===== src/rtl/buzzer_tone_filter_chain_assert.svh =====
// Assertion macros for the buzzer tone filter chain RTL.
`ifndef BUZZER_TONE_FILTER_CHAIN_ASSERT_SVH
`define BUZZER_TONE_FILTER_CHAIN_ASSERT_SVH
`ifndef SYNTH
`define BTFC_ASSERT(lbl, clk, rst_n, prop, msg) \
    lbl: assert property (@(posedge clk) disable iff (!rst_n) prop) else $error(msg);
`define BTFC_ASSERT_ALWAYS(lbl, clk, prop, msg) \
    lbl: assert property (@(posedge clk) prop) else $error(msg);
`else
`define BTFC_ASSERT(lbl, clk, rst_n, prop, msg)
`define BTFC_ASSERT_ALWAYS(lbl, clk, prop, msg)
`endif
`endif


===== src/rtl/btfc_pkg.sv =====
// Shared types, constants and coefficient ROM of the buzzer tone filter chain.
`timescale 1ns / 1ps
package btfc_pkg;

    localparam int SIG_W      = 32;
    localparam int COEF_W     = 24;
    localparam int PROD_W     = 56;
    localparam int ACC_W      = 64;
    localparam int HIST_DEPTH = 12;
    localparam int HIST_AW    = 4;
    localparam int DUTY_W     = 17;
    localparam int PCM_W      = 16;
    localparam int CNT_W      = 7;
    localparam int MAX_POP    = 64;

    localparam logic [1:0] MODEL_NONE = 2'd0;
    localparam logic [1:0] MODEL_A    = 2'd1;
    localparam logic [1:0] MODEL_B    = 2'd2;

    localparam logic [7:0] CFG_MODEL = 8'd0;
    localparam logic [7:0] CFG_CPS   = 8'd1;

    localparam logic signed [COEF_W-1:0] GAIN_PLAIN = 24'sd2516582;
    localparam logic signed [COEF_W-1:0] GAIN_A     = 24'sd2097152;
    localparam logic signed [COEF_W-1:0] GAIN_B     = 24'sd754975;

    localparam logic signed [COEF_W-1:0] COEF_ROM [30] = '{
        24'sd3939089, -24'sd7878178, 24'sd3939089, -24'sd7725275, 24'sd3836790,
        24'sd3981971, -24'sd7963942, 24'sd3981971, -24'sd7954676, 24'sd3778906,
        24'sd375214,   24'sd750428,  24'sd375214,  -24'sd2052976, -24'sd640471,
        24'sd3613778, -24'sd7227556, 24'sd3613778, -24'sd6887410, 24'sd3373396,
        24'sd4324394, -24'sd7164269, 24'sd3909269, -24'sd7164269, 24'sd4039358,
        24'sd5150681, -24'sd5523166, 24'sd2837849, -24'sd5523166, 24'sd3794227
    };

    typedef enum logic [3:0] {
        F_IDLE, F_DIV, F_BLK_MUL, F_BLK_ACC, F_BLK_RND, F_BQ_RD, F_BQ_MUL,
        F_BQ_ACC, F_BQ_RND, F_BQ_WR, F_GAIN_MUL, F_PCM1, F_PCM2, F_PUSH
    } t_fstate;

    typedef enum logic [1:0] {R_IDLE, R_EMPTY, R_RD, R_OUT} t_rstate;

    typedef struct packed {
        logic             valid;
        logic [PCM_W-1:0] sample;
    } t_push;

    typedef struct packed {
        logic             start;
        logic [CNT_W-1:0] count;
    } t_drain;

    function automatic logic signed [COEF_W-1:0] coef(input logic sel_b,
                                                       input logic [1:0] stage,
                                                       input logic [2:0] k);
        logic [4:0] idx;
        idx = 5'(sel_b ? 15 : 0) + 5'({stage, 2'b00}) + 5'(stage) + 5'(k);
        return COEF_ROM[idx];
    endfunction

endpackage


===== src/rtl/btfc_ram.sv =====
// Generic simple dual port RAM with registered read.
`timescale 1ns / 1ps
module btfc_ram #(
    parameter int WIDTH = 16,
    parameter int DEPTH = 64,
    localparam int AW = $clog2(DEPTH)
) (
    input  logic             i_clk,
    input  logic             i_we,
    input  logic [AW-1:0]    i_waddr,
    input  logic [WIDTH-1:0] i_wdata,
    input  logic [AW-1:0]    i_raddr,
    output logic [WIDTH-1:0] o_rdata
);
    logic [WIDTH-1:0] r_mem [DEPTH];
    logic [WIDTH-1:0] r_rdata;

    always_ff @(posedge i_clk) begin
        if (i_we) begin
            r_mem[i_waddr] <= i_wdata;
        end
        r_rdata <= r_mem[i_raddr];
    end

    assign o_rdata = r_rdata;
endmodule


===== src/rtl/btfc_div.sv =====
// Radix-2 restoring divider for the duty, saturated at one in Q1.16.
`timescale 1ns / 1ps
module btfc_div import btfc_pkg::*; (
    input  logic              i_clk,
    input  logic              i_rst_n,
    input  logic              i_start,
    input  logic [15:0]       i_high,
    input  logic [15:0]       i_cps,
    output logic              o_done,
    output logic [DUTY_W-1:0] o_duty
);
    logic [15:0] r_rem;
    logic [31:0] r_quo;
    logic [15:0] r_div;
    logic [4:0]  r_cnt;
    logic        r_busy;
    logic        r_done;
    logic [16:0] trial;
    logic        fits;

    always_comb begin
        trial = {r_rem, r_quo[31]} - {1'b0, r_div};
        fits  = ({r_rem, r_quo[31]} >= {1'b0, r_div});
    end

    always_ff @(posedge i_clk) begin
        if (!i_rst_n) begin
            r_busy <= 1'b0;
            r_done <= 1'b0;
        end else begin
            r_done <= 1'b0;
            if (i_start) begin
                r_busy <= 1'b1;
                r_cnt  <= 5'd31;
                r_rem  <= 16'd0;
                r_quo  <= {i_high, 16'd0};
                r_div  <= (i_cps == 16'd0) ? 16'd1 : i_cps;
            end else if (r_busy) begin
                r_rem <= fits ? trial[15:0] : {r_rem[14:0], r_quo[31]};
                r_quo <= {r_quo[30:0], fits};
                r_cnt <= r_cnt - 5'd1;
                if (r_cnt == 5'd0) begin
                    r_busy <= 1'b0;
                    r_done <= 1'b1;
                end
            end
        end
    end

    assign o_done = r_done;
    assign o_duty = ((|r_quo[31:17]) || (r_quo[16] && (|r_quo[15:0])))
                    ? 17'h10000 : r_quo[16:0];
endmodule


===== src/rtl/btfc_filter.sv =====
// DC blocker, biquad cascade over a history RAM, gain and PCM rounding.
`timescale 1ns / 1ps
module btfc_filter import btfc_pkg::*; #(
    parameter int SAMPLE_RATE = 48000
) (
    input  logic        i_clk,
    input  logic        i_rst_n,
    input  logic        i_start,
    input  logic [15:0] i_high,
    input  logic [15:0] i_cps,
    input  logic [1:0]  i_model,
    input  logic        i_hist_clr,
    output logic        o_busy,
    output t_push       o_push
);
    localparam longint HP_L = 64'sd4194304
                              - (64'sd527071766 + SAMPLE_RATE / 2) / SAMPLE_RATE;
    localparam logic signed [COEF_W-1:0] HP = COEF_W'(HP_L);
    localparam logic signed [PROD_W-1:0] PLIM = 56'sh400000000000;

    t_fstate r_state, n_state;

    logic [DUTY_W-1:0]        r_duty, r_prev_in;
    logic signed [SIG_W-1:0]  r_prev_out, r_x, r_y, r_h0, r_h2;
    logic signed [PROD_W-1:0] r_prod;
    logic signed [ACC_W-1:0]  r_acc;
    logic [1:0]               r_st, r_w;
    logic [2:0]               r_k;
    logic [HIST_AW-1:0]       r_raddr;
    logic [HIST_DEPTH-1:0]    r_valid;
    logic [46:0]              r_mag;
    logic                     r_neg;
    logic [PCM_W-1:0]         r_pcm;

    logic                     div_done;
    logic [DUTY_W-1:0]        div_duty;
    logic                     filt;
    logic signed [COEF_W-1:0] gain, ma;
    logic signed [SIG_W-1:0]  mb, hist_rd, oper, wdata;
    logic [HIST_AW-1:0]       rd_addr;
    logic                     hist_we;
    logic signed [17:0]       diff;
    logic signed [PROD_W-1:0] negp;
    logic [61:0]              scaled;
    logic [PCM_W-1:0]         mag_s;

    function automatic logic signed [SIG_W-1:0] round_sat(input logic signed [ACC_W-1:0] a);
        logic signed [ACC_W-1:0] t;
        t = a + 64'sd2097152;
        if (t[63:53] != {11{t[53]}}) begin
            return t[63] ? 32'sh80000000 : 32'sh7fffffff;
        end
        return t[53:22];
    endfunction

    btfc_div u_div (
        .i_clk   (i_clk),
        .i_rst_n (i_rst_n),
        .i_start (i_start),
        .i_high  (i_high),
        .i_cps   (i_cps),
        .o_done  (div_done),
        .o_duty  (div_duty)
    );

    btfc_ram #(.WIDTH(SIG_W), .DEPTH(HIST_DEPTH)) u_hist (
        .i_clk   (i_clk),
        .i_we    (hist_we),
        .i_waddr ({r_st, r_w}),
        .i_wdata (wdata),
        .i_raddr (rd_addr),
        .o_rdata (hist_rd)
    );

    always_comb begin
        filt    = (i_model == MODEL_A) || (i_model == MODEL_B);
        gain    = (i_model == MODEL_A) ? GAIN_A : (i_model == MODEL_B) ? GAIN_B : GAIN_PLAIN;
        rd_addr = HIST_AW'({r_st, 2'b00}) + HIST_AW'(r_k - 3'd1);
        oper    = (r_k == 3'd0) ? r_x : (r_valid[r_raddr] ? hist_rd : '0);
        hist_we = (r_state == F_BQ_WR);
        diff    = $signed({1'b0, r_duty}) - $signed({1'b0, r_prev_in});
        negp    = -r_prod;
        scaled  = ({15'd0, r_mag} << 15) - {15'd0, r_mag} + 62'h200000000000;
        mag_s   = scaled[61:46];
        unique case (r_w)
            2'd0:    wdata = r_x;
            2'd1:    wdata = r_h0;
            2'd2:    wdata = r_y;
            default: wdata = r_h2;
        endcase
        unique case (r_state)
            F_BLK_MUL: begin
                ma = HP;
                mb = r_prev_out;
            end
            F_GAIN_MUL: begin
                ma = gain;
                mb = r_x;
            end
            default: begin
                ma = coef(i_model == MODEL_B, r_st, r_k);
                mb = oper;
            end
        endcase
    end

    always_comb begin
        n_state = r_state;
        unique case (r_state)
            F_IDLE:     if (i_start) n_state = F_DIV;
            F_DIV:      if (div_done) n_state = F_BLK_MUL;
            F_BLK_MUL:  n_state = F_BLK_ACC;
            F_BLK_ACC:  n_state = F_BLK_RND;
            F_BLK_RND:  n_state = filt ? F_BQ_RD : F_GAIN_MUL;
            F_BQ_RD:    n_state = F_BQ_MUL;
            F_BQ_MUL:   n_state = F_BQ_ACC;
            F_BQ_ACC:   n_state = (r_k == 3'd4) ? F_BQ_RND : F_BQ_RD;
            F_BQ_RND:   n_state = F_BQ_WR;
            F_BQ_WR: begin
                if (r_w == 2'd3) begin
                    n_state = (r_st == 2'd2) ? F_GAIN_MUL : F_BQ_RD;
                end
            end
            F_GAIN_MUL: n_state = F_PCM1;
            F_PCM1:     n_state = F_PCM2;
            F_PCM2:     n_state = F_PUSH;
            F_PUSH:     n_state = F_IDLE;
            default:    n_state = F_IDLE;
        endcase
    end

    always_ff @(posedge i_clk) begin
        if (!i_rst_n) begin
            r_state <= F_IDLE;
        end else begin
            r_state <= n_state;
        end
    end

    always_ff @(posedge i_clk) begin
        if (!i_rst_n) begin
            r_prev_in  <= '0;
            r_prev_out <= '0;
            r_valid    <= '0;
        end else begin
            if (i_hist_clr) begin
                r_valid <= '0;
            end else if (hist_we) begin
                r_valid[{r_st, r_w}] <= 1'b1;
            end
            unique case (r_state)
                F_DIV:      r_duty <= div_duty;
                F_BLK_MUL:  r_prod <= ma * mb;
                F_BLK_ACC:  r_acc <= (ACC_W'(diff) <<< 30) + ACC_W'(r_prod);
                F_BLK_RND: begin
                    r_x        <= round_sat(r_acc);
                    r_prev_out <= round_sat(r_acc);
                    r_prev_in  <= r_duty;
                    r_st       <= 2'd0;
                    r_k        <= 3'd0;
                end
                F_BQ_RD:    r_raddr <= rd_addr;
                F_BQ_MUL: begin
                    r_prod <= ma * mb;
                    if (r_k == 3'd1) r_h0 <= oper;
                    if (r_k == 3'd3) r_h2 <= oper;
                end
                F_BQ_ACC: begin
                    if (r_k >= 3'd3) begin
                        r_acc <= r_acc - ACC_W'(r_prod);
                    end else if (r_k == 3'd0) begin
                        r_acc <= ACC_W'(r_prod);
                    end else begin
                        r_acc <= r_acc + ACC_W'(r_prod);
                    end
                    r_k <= r_k + 3'd1;
                end
                F_BQ_RND: begin
                    r_y <= round_sat(r_acc);
                    r_w <= 2'd0;
                end
                F_BQ_WR: begin
                    r_w <= r_w + 2'd1;
                    if (r_w == 2'd3) begin
                        r_x  <= r_y;
                        r_st <= r_st + 2'd1;
                        r_k  <= 3'd0;
                    end
                end
                F_GAIN_MUL: r_prod <= ma * mb;
                F_PCM1: begin
                    r_neg <= r_prod[PROD_W-1];
                    if (r_prod > PLIM || r_prod < -PLIM) begin
                        r_mag <= 47'h400000000000;
                    end else begin
                        r_mag <= r_prod[PROD_W-1] ? negp[46:0] : r_prod[46:0];
                    end
                end
                F_PCM2:     r_pcm <= r_neg ? -mag_s : mag_s;
                default: ;
            endcase
        end
    end

    assign o_busy        = (r_state != F_IDLE);
    assign o_push.valid  = (r_state == F_PUSH);
    assign o_push.sample = r_pcm;
endmodule


===== config.mk =====
export PLATFORM = sky130hd
export DESIGN_NAME = btfc_filter
export DESIGN_NICKNAME = d
export VERILOG_FILES = /design/src/rtl/buzzer_tone_filter_chain_assert.svh /design/src/rtl/btfc_pkg.sv /design/src/rtl/btfc_ram.sv /design/src/rtl/btfc_div.sv /design/src/rtl/btfc_filter.sv
export SDC_FILE = /design/constraint.sdc
export NUM_CORES = 2
export LEC_CHECK = 0
export BUFFER_PORTS_ARGS = -buffer_cell sky130_fd_sc_hd__buf_2
export CAP_MARGIN = 0
export CORE_MARGIN = 2
export CORE_UTILIZATION = 40
export DETAILED_ROUTE_END_ITERATION = 12
export REMOVE_ABC_BUFFERS = 1
export SYNTH_ARGS = -nofsm -noshare
export SYNTH_HDL_FRONTEND = slang
export SYNTH_SLANG_ARGS = --single-unit

===== constraint.sdc =====
create_clock -name i_clk -period 10.9 [get_ports i_clk]
set_input_delay 1.09 -clock i_clk [delete_from_list [all_inputs] [get_ports i_clk]]
set_output_delay 1.09 -clock i_clk [all_outputs]
set_load 0.005 [all_outputs]

== Yosys cells after proc, flatten, opt, wreduce, memory -nomap -nowiden ==
Memories as Yosys holds them, arrays and structs flattened. A register that Yosys moved wholly into a read port is not among the register bits.
Cells that the tools add are included.
Widths: inputs -> output; s select.
Operators by class
  reduce and logical (&&, ||, !) cells: 36
  magnitude comparators: 8
  bitwise logic cells: 4
  equality and inequality tests: 26
  muxes and demuxes: 53
  $mul: 1
  add/sub/neg operators: 19
Operators with widths (count)
  $mux 32: 9
  $mux 64: 2
  $pmux 32 s2: 2
  $pmux 64 s2: 1
  $pmux 32 s3: 1
  $add 64x23->64 const B: 1
  $add 64x56->64: 1
  $sub 64x56->64: 1
  $add 62x46->62 const B: 1
  $sub 62x47->62: 1
  $add 48x56->57: 1
  $gt 56x48->1 const B: 1
  $lt 56x47->1 const B: 1
  $mul 24x32->56: 1
  $pmux 4 s13: 1
  $mux 16: 3
  $mux 24: 2
  $pmux 24 s2: 1
  $mux 47: 1
  $neg 47->47: 1
  $mux 22: 2
  $mux 4: 7
  $eq 4x4->1 const B: 6
  $reduce_and 2->1: 10
  53 further kinds: 89
Storage, ports and cells
  word-level logic and storage cells: 174
  memories: 2
  bits in writable memories: 384
  ROM bits: 768
  register bits: 476
  output and inout bits: 18
  input bits: 38
Memories
  (name not given): depth 32, width 24, read ports 1, clocked after Yosys merged registers in 0, wr ports 0, RTL line btfc_pkg.sv:58  | return COEF_ROM[idx];
  u_hist.r_mem: depth 12, width 32, read ports 1, clocked after Yosys merged registers in 1, wr ports 1, RTL line btfc_ram.sv:15  | logic [WIDTH-1:0] r_mem [DEPTH];

== Logic depth before layout (Yosys ltp) ==
  depth after elaboration: 11
  gate-level depth with buffers: 45
  mapped depth without buffers: 43

== Hierarchy ==
Synthesis repeated with hierarchy kept, for this count alone.
Unflattened totals
  cells, all modules: 7850
  area, all modules: 78540.3 sq um
By module, submodules not included
  btfc_filter: area each 59270.6 sq um, instances 1, seq. area each 11511.0 sq um, cells an instance 6820
  btfc_ram: area each 15173.3 sq um, instances 1, seq. area each 12171.7 sq um, cells an instance 664
  btfc_div: area each 4096.4 sq um, instances 1, seq. area each 2112.0 sq um, cells an instance 366

== Worst setup path after synthesis ==
No wires, ideal clock.
  kind: input port to flip-flop
  from: input i_model[0]
  to: register r_prod[55], data pin
  slack: 0.016 ns
  cell stages on the path: 42
  path buffers: 4
  data arrival time: 10.624 ns
  setup time: 0.260 ns
  cells stage by stage: inv_1 ha_1 inv_1 fa_1 inv_1 ha_1 inv_1 fa_1 xnor2_1 clkbuf_1 buf_1 a21oi_1 o211ai_1 a31o_2 clkbuf_1 clkbuf_1 nand2_1 fa_1 [... 6 more ...] fa_1 fa_1 inv_1 fa_1 inv_1 ha_1 a21o_1 a21o_1 a221oi_1 o21ai_0 a41oi_1 o21ai_0 a211oi_1 o31ai_1 a41oi_1 a21oi_1 nor2_1 xnor2_1
On the way
  longest elaborated chain between the ends: 11
  elaborated cells on any way between the ends: 14
  classes of those cells: 3 x add/sub; 1 x mul; 2 x eq/ne; 6 x mux; 1 x bitwise; 1 x memory
Ends and longest elaborated chain
  start: declaration: RTL line btfc_filter.sv:11  | input logic [1:0] i_model,
  $eq 2x2->1: RTL line btfc_filter.sv:77, btfc_filter.sv:101
  $mux 4: RTL line btfc_pkg.sv:57  | idx = 5'(sel_b ? 15 : 0) + 5'({stage, 2'b00}) + 5'(stage) + 5'(k);
  $add 4x4->5: RTL line btfc_pkg.sv:57
  $add 5x2->5: RTL line btfc_pkg.sv:57
  $add 5x3->5: RTL line btfc_pkg.sv:57
  $not 5->6 (implied by the code): RTL line btfc_pkg.sv:58
  $mem_v2 32x24
  $mux 24 (implied by the code) (2 in a row): RTL line btfc_pkg.sv:58
  $pmux 24 s2 (*): RTL line btfc_filter.sv:91  | unique case (r_state)
  $mul 24x32->56 (*): RTL line btfc_filter.sv:153, btfc_filter.sv:164, btfc_filter.sv:190
  end signal: assignment: RTL line btfc_filter.sv:153  | F_BLK_MUL: r_prod <= ma * mb;
  end signal: assignment: RTL line btfc_filter.sv:164  | r_prod <= ma * mb;
  end signal: assignment: RTL line btfc_filter.sv:190  | F_GAIN_MUL: r_prod <= ma * mb;
  end: declaration: RTL line btfc_filter.sv:25  | logic signed [PROD_W-1:0] r_prod;
Every way passes the cells marked *; elsewhere a longest branch is shown, timed or not. The select of a mux whose other input is x is not followed.
A chain may end at the register's enable or synchronous reset.

== Final worst setup path ==
  from: register r_k[2]
  to: register r_prod[42], data pin
On the way
  longest elaborated chain between the ends: 7
  elaborated cells on any way between the ends: 10
  classes of those cells: 1 x add/sub; 1 x mul; 5 x mux; 1 x bitwise; 1 x reduce/logical; 1 x memory
Ends and longest elaborated chain
  start: declaration: RTL line btfc_filter.sv:28  | logic [2:0] r_k;
  start signal: assignment: RTL line btfc_filter.sv:176  | r_k <= r_k + 3'd1;
  $add 5x3->5: RTL line btfc_pkg.sv:57
  $not 5->6 (implied by the code): RTL line btfc_pkg.sv:58
  $mem_v2 32x24
  $mux 24 (implied by the code) (2 in a row): RTL line btfc_pkg.sv:58
  $pmux 24 s2: RTL line btfc_filter.sv:91
  $mul 24x32->56 (*): RTL line btfc_filter.sv:153, btfc_filter.sv:164, btfc_filter.sv:190
Marks and branches as above.

==> metrics.cfg <==
[pwr]
power.switching_w=0.0113
pwr-share-comb_pct=69.5
p_sw_share_pct=45.1
p_leak_nw=36.2
cell_internal_pwr_w=0.0138
powerDensity_nw_per_um2=289
seqPwrFrac_pct=17.8
ir_worst_vdd_v=0.000544
clockPowerShare_pct=12.7
total_power_w=0.0252

[setup_path]
cp_max_fo=14
arrival_ns=10.86
cpMostUsedCell=buf_4
reg2reg_from=r_k[2]
crit_path_start_kind=flop
cp_slowest_stage_delay_ns=0.75
endpoint_kind=flop
worstSetupPathType=reg2reg
required_ns=11.34
slowest_stage=edfxtp_1
crit_start=r_k[2]

[floorplan]
die-area_sq_um=198000
die_width_microns=445
core-area_sq_um=193000
die_y_microns=445
num_rows=161
start_util_pct=40.3
io_pins=56

[yosys]
ys_seq_area_share_pct=33.1
yosys_warnings=0
synth_top_cell_area_share_pct=30.6
post_synth.cell_area_avg_sq_um=10.1
synth-edff-count=793
ys_top_cells_by_area=edfxtp_1, fa_1, ha_1
ys_types=108
ys_ff_latch=892
synthFlopType=edfxtp_1
async_flop_share_pct=0
syn_inst=7717
netlist_area_sq_um=77800
yosysTopAreaCell=edfxtp_1

[cts]
clockBufferDepth=3
clock-sinks=892
clkLatencyLatePin_ns=0.75
clkTransAtPathRegs_ns=0.07
cts_htree_levels=3
cts_hold_buffers=0
cts_tree=yes
cts_buffers=85
cts-root-buf=clkbuf_16

[timing]
timing.final.crit_share_pct=95.6
rsz0062_at_grt=no
max_freq_mhz=96.0
worst_slack_ns=0.479
min_period_ns=10.42
finalHoldViolations=0
worst_slew_pin_slew_ns=1.27
setup_violations=0
finClkSkew_ns=0.0716
timing.slew.headroom_pct=13.0
slew_viol_final=0

[place]
hpwl_microns=193000
io_buffers=55
place_congestion=0.945
pre_cts_slack_ns=-0.384

[grt]
antenna_found_initial=9
grt-ovfl-total=0
grt_usage_pct=25.1
grt_pass1_wl_microns=377000
grt_max_degree=101
grt_pass1_vias=60100

[layout]
fin_nets=9227
drive_gt1_share_pct=11.4
area_growth_pct=11.8
final_cell_mix=inv_1, nand2_1, edfxtp_1
filler_cell_count=18200
mostFrequentLayoutCell=inv_1

[drt]
postRouteAntennaNets=0
via_per_inst=5.68
vias=60000
drtIter0Drc=5729
dr.pass1.iters=6
wl_per_cell_microns=23.7
drc_errors=0
drt-total-wl_microns=250000

[run]
maxCapViolCount=0

[worst_hold_path]
worstHoldStart=r_prev_out[20]
hold_path.class=reg2reg

[outcome]
status=completed

==> state kept, by name, indices dropped and copies added, names as in the netlist, 47 cells and up <==
name	count
u_hist.r_mem	384
r_acc	64
r_prod	56
r_mag	47
==> power by group through the flow <==
| stage | Combinational, W | Sequential, W | Clock [W] |
|---|---|---|---|
| 3_3_place_gp | 0.0172 | 0.00455 | 0 |
| 2_1_floorplan | 0.00980 | 0.00444 | 0 |
| 5_1_grt | 0.0191 | 0.00448 | 0.00337 |
| 6_report | 0.0175 | 0.00449 | 0.00320 |
| 3_5_place_dp | 0.0173 | 0.00455 | 0 |
| 4_1_cts | 0.0174 | 0.00448 | 0.00325 |
==> critical path, delay by kind of cell (launching register included) <==
family | cells | cell delay [ns]
fa+ha+maj | 10 | 4.53
compound gates | 10 | 2.16
buf+inv | 13 | 1.66
flops | 1 | 0.75
simple gates | 3 | 0.70
xor+xnor | 2 | 0.27
==> logic make-up (layout without fill, tap and decap cells) <==
| family | count (synthesis) | after routing | share of synthesized area, % |
|---|---|---|---|
| AOI/OAI and AO/OA | 1431 | 1431 | 12.2 |
| xor gates and xnor gates | 271 | 271 | 3.05 |
| adders and majority gates | 1239 | 1239 | 27.6 |
| buffers and inverters | 1518 | 1822 | 7.34 |
| DFF | 892 | 892 | 33.1 |
| muxes | 209 | 209 | 4.32 |
| other | 0 | 2 | 0 |
| and+or+nand+nor | 2157 | 2157 | 12.4 |
==> cell type report <==
class | count | area, sq um | share of cell area (%)
multi-input combinational | 5307 | 46700 | 53.6
sequential | 892 | 25800 | 29.7
inverter | 1135 | 4260 | 4.90
timing repair buffer | 529 | 4120 | 4.74
tap | 2526 | 3160 | 3.63
clock buffer | 114 | 2340 | 2.69
clock inverter | 44 | 663 | 0.762
antenna | 2 | 5.00 | 0.00575
==> timing repair <==
action / 4_1_cts / 5_1_grt
resized for setup: 0 / 5
endpoints found under the setup margin: 0 / 10
buffers inserted: 0 / 4
==> through the flow <==
stage / setup TNS (ns) / instance area [sq um] / hold WS [ns] / cells / util [%]
finish: 0 / 87000 / 0.453 / 10500 / 45.1
global route: 0 / 87000 / 0.472 / 10500 / 45.1
CTS: 0 / 86900 / 0.454 / 10500 / 45.0
detailed placement: -3.60 / 83900 / 0.445 / 10400 / 43.5
global placement: -3.32 / 83900 / 0.434 / 10400 / 43.5
floorplan: -172.40 / 76400 / 0.423 / 7334 / -
==> final timing paths <==
check | end | slack (ns) | cells after the start
worst max-delay path | r_prod[42] | 0.48 | 38
worst min-delay path | r_prev_out[20] | 0.45 | 2
worst min register to register | r_prev_out[20] | 0.45 | 2
worst max register to register | r_prod[42] | 0.48 | 38
==> synth_stat cells (39+ instances only) <==
master / instances
o211ai_1: 39
nor4_1: 44
a21o_1: 105
nand4_1: 52
ha_1: 447
and3_1: 56
o21bai_1: 68
o21ai_0: 256
xnor2_1: 212
a21oi_1: 366
inv_1: 1126
buf_1: 42
and2_1: 78
nand3_1: 108
nand2_1: 833
nor3_1: 81
nor2b_1: 66
fa_1: 792
xor2_1: 59
dfxtp_1: 99
nand2b_1: 54
o21ai_1: 45
clkbuf_1: 332
mux2i_1: 92
o31ai_1: 81
mux4_2: 100
nor2_1: 681
edfxtp_1: 793
==> per-layer routing <==
metal / GRT usage (%) / wire length [microns] / vias up
met3: 3.85 / 19700 / 454
li1: - / - / 26600
met1: 34.9 / 106000 / 30400
met5: 0 / 65 / -
met2: 39.6 / 114000 / 2417
met4: 9.33 / 10600 / 10
Note: power is estimated with default switching activity, not from simulation.
